[src/rtl/core/srr_pkg.sv]
// Package for the server registry replay block: action and status codes,
// table entry layout and match flags. No dependencies.
package srr_pkg;

	typedef enum logic [2:0] {
		ACT_ADD       = 3'd0,
		ACT_DELETE    = 3'd1,
		ACT_NEW_ADDR  = 3'd2,
		ACT_NEW_ID    = 3'd3,
		ACT_MAINT_ON  = 3'd4,
		ACT_MAINT_OFF = 3'd5
	} action_t;

	typedef enum logic [1:0] {
		STS_OK       = 2'd0,
		STS_MISMATCH = 2'd1,
		STS_FULL     = 2'd2
	} status_t;

	localparam int STAMP_W = 32;

	typedef struct packed {
		logic [31:0]        ip;
		logic [15:0]        port;
		logic [15:0]        id;
		logic               maint;
		logic [STAMP_W-1:0] stamp;
	} entry_t;

	typedef struct packed {
		logic key_hit;
		logic id_hit;
		logic newer;
	} hit_t;

endpackage

[src/rtl/core/srr_match.sv]
// Shared compare unit: checks one table entry against the word under work.
// Depends on srr_pkg.
module srr_match import srr_pkg::*; (
	input  logic        valid,
	input  entry_t      ent,
	input  logic [31:0] ip,
	input  logic [15:0] port,
	input  logic [15:0] id,
	input  logic        have_key,
	input  logic [STAMP_W-1:0] best_stamp,
	output hit_t        hit
);
	always_comb begin
		hit.key_hit = valid && (ent.ip == ip) && (ent.port == port);
		hit.id_hit  = valid && (id != 16'd0) && (ent.id == id);
		hit.newer   = !have_key || (ent.stamp > best_stamp);
	end
endmodule

[config.mk]
export PLATFORM = sky130hd
export DESIGN_NAME = srr_match
export DESIGN_NICKNAME = d
export VERILOG_FILES = /design/src/rtl/core/srr_pkg.sv /design/src/rtl/core/srr_match.sv
export SDC_FILE = /design/constraint.sdc
export NUM_CORES = 1
export LEC_CHECK = 0
export BUFFER_PORTS_ARGS = -buffer_cell sky130_fd_sc_hd__buf_4
export CAP_MARGIN = 5
export CORE_AREA = 2 2 77 79
export DETAILED_ROUTE_END_ITERATION = 8
export DIE_AREA = 0 0 79 81
export MAX_ROUTING_LAYER = met4
export PLACE_DENSITY_LB_ADDON = 0.3
export SYNTH_ARGS = -nofsm -noshare
export SYNTH_HDL_FRONTEND = slang
export SYNTH_SLANG_ARGS = --single-unit
[constraint.sdc]
create_clock -name vclk -period 1.4
set_clock_uncertainty 0.1 [all_clocks]
set_input_delay 0.07 -clock vclk [all_inputs]
set_output_delay 0.07 -clock vclk [all_outputs]
set_load 0.02 [all_outputs]
==> results.toml, run 1 <==
[status]
outcome = "finished with violations"
violations = "setup timing"

[grt]
grt_pass1_vias = 2440
overflow = 0
grt_use_total_pct = 19.6
grt_pass1_wl_um = 9870
grt_max_degree = 5
antenna_found_initial = 0

[synthesis]
syn_area_per_cell_um2 = 7.31
syn_nets = 444
yosys_warnings = 0
ys_types = 31
synthAdderAreaFrac_pct = 25.2
synth-xor-area-share_pct = 30.9
synthMuxAreaShare_pct = 0
synthTopCellsByArea = "ha_1 (25%), xnor2_1 (22%), inv_1 (9.2%), xor2_1 (8.8%), nand4_1 (7.1%)"
yosysSeqAreaShare_pct = 0
synth_simple_gate_area_share_pct = 20.7
syn_inst = 217
synth_compound_area_share_pct = 13.2
synth_top_family_by_area = "XOR/XNOR gates"
yosys.area.top_type_share_pct = 25.2
yosysTopAreaCell = "ha_1"
syn-cell-area_um2 = 1590

[finish]
stdcell_count = 505
antenna_cells = 0
seqCellArea_um2 = 0
syn_to_final_growth_pct = 132
fin_area_um2 = 3690
n_fill_cell = 452
seq_cell_count = 0
drive_above_1_share_pct = 59.8
nClkBuffers = 0
multi_input_area_um2 = 1720
layout.nets = 659

[drt]
first_pass_iters = 4
post_drt_wl_per_cell_um = 14.3
viasPerCell = 4.75
routed_wl_um = 7240
ant_nets = 0
vias = 2398
detail_route.iter0.violations = 37
drc_errors = 0

[worst_hold_path]
hp-class = "in2out"
hold_path_depth = 4

[run]
maxCapViolCount = 0

[sta]
finalSetupViolCount = 2
maxSlewHeadroom_pct = 81.0
clock.fmax_ghz = 0.566
worst_pin_slew_ns = 0.283
worst_slack_ns = -0.367
finalCritPeriodShare_pct = 126
drv_slew = 0
rsz0062_at_grt = "yes"
min_period_ns = 1.77
hold_viol = 0
fin_setup_tns_ns = -0.429

[setup_path]
crit_path_frequent_cell = "buf_6"
path_class = "in2out"
crit_arrival_ns = 1.60
worst_setup_path_end_kind = "primary output"
cp.depth = 9
crit_path_max_fanout = 3
cp_num_buf_inv = 3
crit_path_start = "best_stamp[14]"
worstPathCellList = "buf_6 > inv_4 > ha_4 > nand4_4 > nor4_4 > a21bo_1 > a31oi_1 > o22a_2 > buf_6"
cp-start-kind = "input pin"
slowest_stage = "nor4_4"
required_ns = 1.23
crit_path_max_incr_delay_ns = 0.29
cp-endpoint = "hit[0]"
cp_top_family = "compound AO/OA/AOI/OAI gates"

[floorplanning]
ioPinCount = 198
die_h_um = 81
core_um2 = 5680
placementRows = 28
die-area_um2 = 6400
die_w_um = 79
initial_core_util_pct = 28.0

[power_and_ir_drop]
p_per_area_nw_per_um2 = 286
switching_share_pct = 36.5
p_clk_share_pct = 0
vdd_ir_drop_max_mv = 0.172
seqPwrFrac_pct = 0
power.internal_w = 0.000669
p_sw_w = 0.000385
leakage_nw = 1.83
power_frac_comb_pct = 100.0

[placement]
place_area_um2 = 3320
place_congestion = 0.802
dpl.hpwl_um = 5960
port_buffers = 197
placedCellCount = 499
[how the worst min path moves through the flow]
stage	startpoint	slack (ns)	end
after floorplan	valid	0.17	hit[1]
after global placement	valid	0.43	hit[1]
after detailed placement	valid	0.43	hit[1]
after CTS	valid	0.43	hit[1]
after global routing	valid	0.44	hit[1]
final	valid	0.43	hit[1]
[Yosys cell counts, types with 2 or more instances]
library cell   n
xor2_1        16
nand3_1        7
nor2_1         3
a21oi_1       12
o21ai_0        4
clkinv_1       2
nor2b_1        2
xnor2_1       40
nand4_1       18
nor4_1        11
o22ai_1        2
a221oi_1       5
inv_1         39
ha_1          32
nand2_1        8
[area by class of cell]
cell class	count	area share, %
Tap cell	75	2.54
Inverter	42	5.16
Multi-Input combinational cell	175	46.5
Timing Repair Buffer	213	45.8
[layer usage]
layer	part of all wire, %	GRT usage [%]	wire length (um)
met1	34	18.7	2450
met2	60	43.6	4330
met3	5.1	0.778	369
met4	1.3	2.41	91
met5	0	-	0
[logic make-up (layout without fill, tap and decap cells)]
group / count (synthesis) / in the layout
AO/OA/AOI/OAI: 32 / 32
XOR/XNOR: 56 / 56
adder cells (fa/ha/maj): 32 / 32
buffers and inverters: 42 / 255
AND/OR/NAND/NOR: 55 / 55
[per-stage QoR]
stage | hold WS, ns | total power, W | util [%] | worst slack (ns)
floorplan | 0.173 | 0.000358 | - | -0.0676
global placement | 0.431 | 0.000900 | 58.5 | -0.331
detailed placement | 0.431 | 0.000921 | 58.5 | -0.410
CTS | 0.431 | 0.000986 | 61.9 | -0.309
global route | 0.441 | 0.00115 | 65.0 | -0.447
finish | 0.434 | 0.00105 | 65.0 | -0.367
[tightest hold or removal path: stages]
cell     delay [ns]
buf_4          0.11
nand3_1        0.09
nor4_2         0.04
buf_4          0.15
[power by group through the flow]
stage               registers [W]  clock network (W)  logic (W)
finish                          0                  0    0.00105
global route                    0                  0    0.00115
CTS                             0                  0   0.000986
detailed placement              0                  0   0.000921
global placement                0                  0   0.000900
floorplan                       0                  0   0.000358
[cells in the final DEF, fill, tap and decap left out, drive strengths merged]
cell type	instances
buf	213
xnor2	40
inv	40
ha	32
nand4	19
xor2	16
a21oi	12
nor4	12
nand2	8
nand3	7
a221oi	5
o21ai	4
nor2	3
clkinv	2
nor2b	2
o22ai	2
o31ai	1
nand2b	1
o211ai	1
a21bo	1
a31oi	1
and3	1
o22a	1
o2111ai	1
a21boi	1
o2bb2ai	1
nor3	1
o221ai	1
nor4b	1
[repair_timing]
action,in CTS,in global routing
resized for setup,35,27
pin swaps,19,19
endpoints found under the setup margin,2,3
hold buffers,0,0
endpoints found under the hold margin,0,0
setup buffers,2,4
(Power assumes the default switching activity.)
==> run 2: changes to the inputs <==
PLACE_DENSITY_LB_ADDON = 0.2   (was 0.3)
==> results.toml, run 2 (same netlist as run 1, synthesis figures left out) <==
[setup_path]
worstPathCellList = "buf_4 > ha_1 > nand4_1 > nor4_2 > nand2_1 > buf_4 > o22a_2 > buf_6"
path_class = "in2out"
crit_path_frequent_cell = "buf_4"
worst_setup_path_end_kind = "primary output"
crit_path_max_fanout = 3
required_ns = 1.23
slowest_stage = "nor4_2"
cp-start-kind = "input pin"
crit_arrival_ns = 1.57
crit_path_max_incr_delay_ns = 0.35

[finish]
seq_cell_count = 0
fin_area_um2 = 3540
seqCellArea_um2 = 0
drive_above_1_share_pct = 56.4
layout.nets = 651
layout_commonest_cell = "buf_4"
antenna_cells = 0
nClkBuffers = 0
mostFrequentLayoutCells = "buf_4 (181), xnor2_1 (32), inv_1 (31)"
syn_to_final_growth_pct = 123

[floorplanning]
initial_core_util_pct = 28.0
die-area_um2 = 6400
core_um2 = 5680
die_h_um = 81
die_w_um = 79
placementRows = 28
ioPinCount = 198

[drt]
vias = 2319
routed_wl_um = 6350
first_pass_iters = 4
post_drt_wl_per_cell_um = 12.8
detail_route.iter0.violations = 25
drc_errors = 0
viasPerCell = 4.67
ant_nets = 0

[grt]
overflow = 0
grt_use_total_pct = 18.9
antenna_found_initial = 0
grt_max_degree = 6
grt_pass1_wl_um = 9460
grt_pass1_vias = 2348

[power_and_ir_drop]
power_frac_comb_pct = 100.0
switching_share_pct = 35.1
power.internal_w = 0.000630
power_w = 0.000971
p_per_area_nw_per_um2 = 274
p_sw_w = 0.000340
p_clk_share_pct = 0
leakage_nw = 1.78
vdd_ir_drop_max_mv = 0.180
seqPwrFrac_pct = 0

[placement]
dpl.hpwl_um = 5800
place_area_um2 = 3280
place_congestion = 0.792
port_buffers = 197

[status]
outcome = "finished with violations"
violations = "setup timing"

[sta]
drv_slew = 0
maxSlewHeadroom_pct = 79.3
rsz0062_at_grt = "yes"
hold_viol = 0
worst_slack_ns = -0.341
finalCritPeriodShare_pct = 124
clock.fmax_ghz = 0.575
worst_pin_slew_ns = 0.308
finalSetupViolCount = 2
min_period_ns = 1.74

[worst_hold_path]
hp-class = "in2out"
hold_path_depth = 4

[run]
maxCapViolCount = 0

[clock_tree]
cts-hold-fix-buffers = 0
## run 2: cell types whose count changed in the layout (fill, tap and decap cells not counted), moves of 2 or more
cell,before,now
a221oi_2,2,0
buf_4,189,181
ha_4,12,8
a221oi_1,3,5
inv_4,6,3
inv_1,28,31
ha_1,20,24
## run 2: repair_timing
| item | CTS | global route |
|---|---|---|
| setup endpoints to repair | 3 | 3 |
| pin swaps | 17 | 19 |
| setup buffers | 1 | 2 |
| gates cloned | 0 | 0 |
| gates resized for setup | 28 | 21 |
## run 2: final timing paths
check	startpoint	endpoint	slack, ns
worst max-delay path	ent[30]	hit[0]	-0.34
worst min-delay path	valid	hit[1]	0.42
## run 2: cell type report
type,instances,area [um2]
timing repair buffer,205,1630
multi-input combinational,175,1630
tap,75,93.8
fill,522,2140
inverter,42,183
## run 2: worst max-delay path: cells and delay by family
| kind | cells | cell delay, ns |
|---|---|---|
| compound gates | 1 | 0.19 |
| fa+ha+maj | 1 | 0.30 |
| buf+inv | 3 | 0.39 |
| simple gates | 3 | 0.63 |
## run 2: power groups by stage
| stage | Combinational, W | Clock, W | Sequential [W] |
|---|---|---|---|
| 2_1_floorplan | 0.000358 | 0 | 0 |
| 3_5_place_dp | 0.000896 | 0 | 0 |
| 5_1_grt | 0.00107 | 0 | 0 |
| 4_1_cts | 0.000943 | 0 | 0 |
| 6_report | 0.000971 | 0 | 0 |
| 3_3_place_gp | 0.000878 | 0 | 0 |
## run 2: metrics by stage
stage	util [%]	setup WS, ns	TNS [ns]	hold slack [ns]	instances
after CTS	60.4	-0.356	-0.490	0.431	495
final	62.3	-0.341	-0.540	0.423	497
after global placement	57.8	-0.339	-0.501	0.440	494
after global routing	62.3	-0.439	-0.731	0.457	497
after detailed placement	57.8	-0.393	-0.627	0.439	494
after floorplan	-	-0.0676	-0.0676	0.173	217
## run 2: layer usage
metal | wire length, um | share of wire (%) | vias to the layer above | track usage, %
met5 | 0 | 0 | - | -
met4 | 157 | 2.5 | 0 | 4.48
met3 | 477 | 7.5 | 14 | 2.67
met2 | 3710 | 58 | 104 | 40.1
met1 | 2010 | 32 | 1021 | 17.6
li1 | - | - | 1180 | -
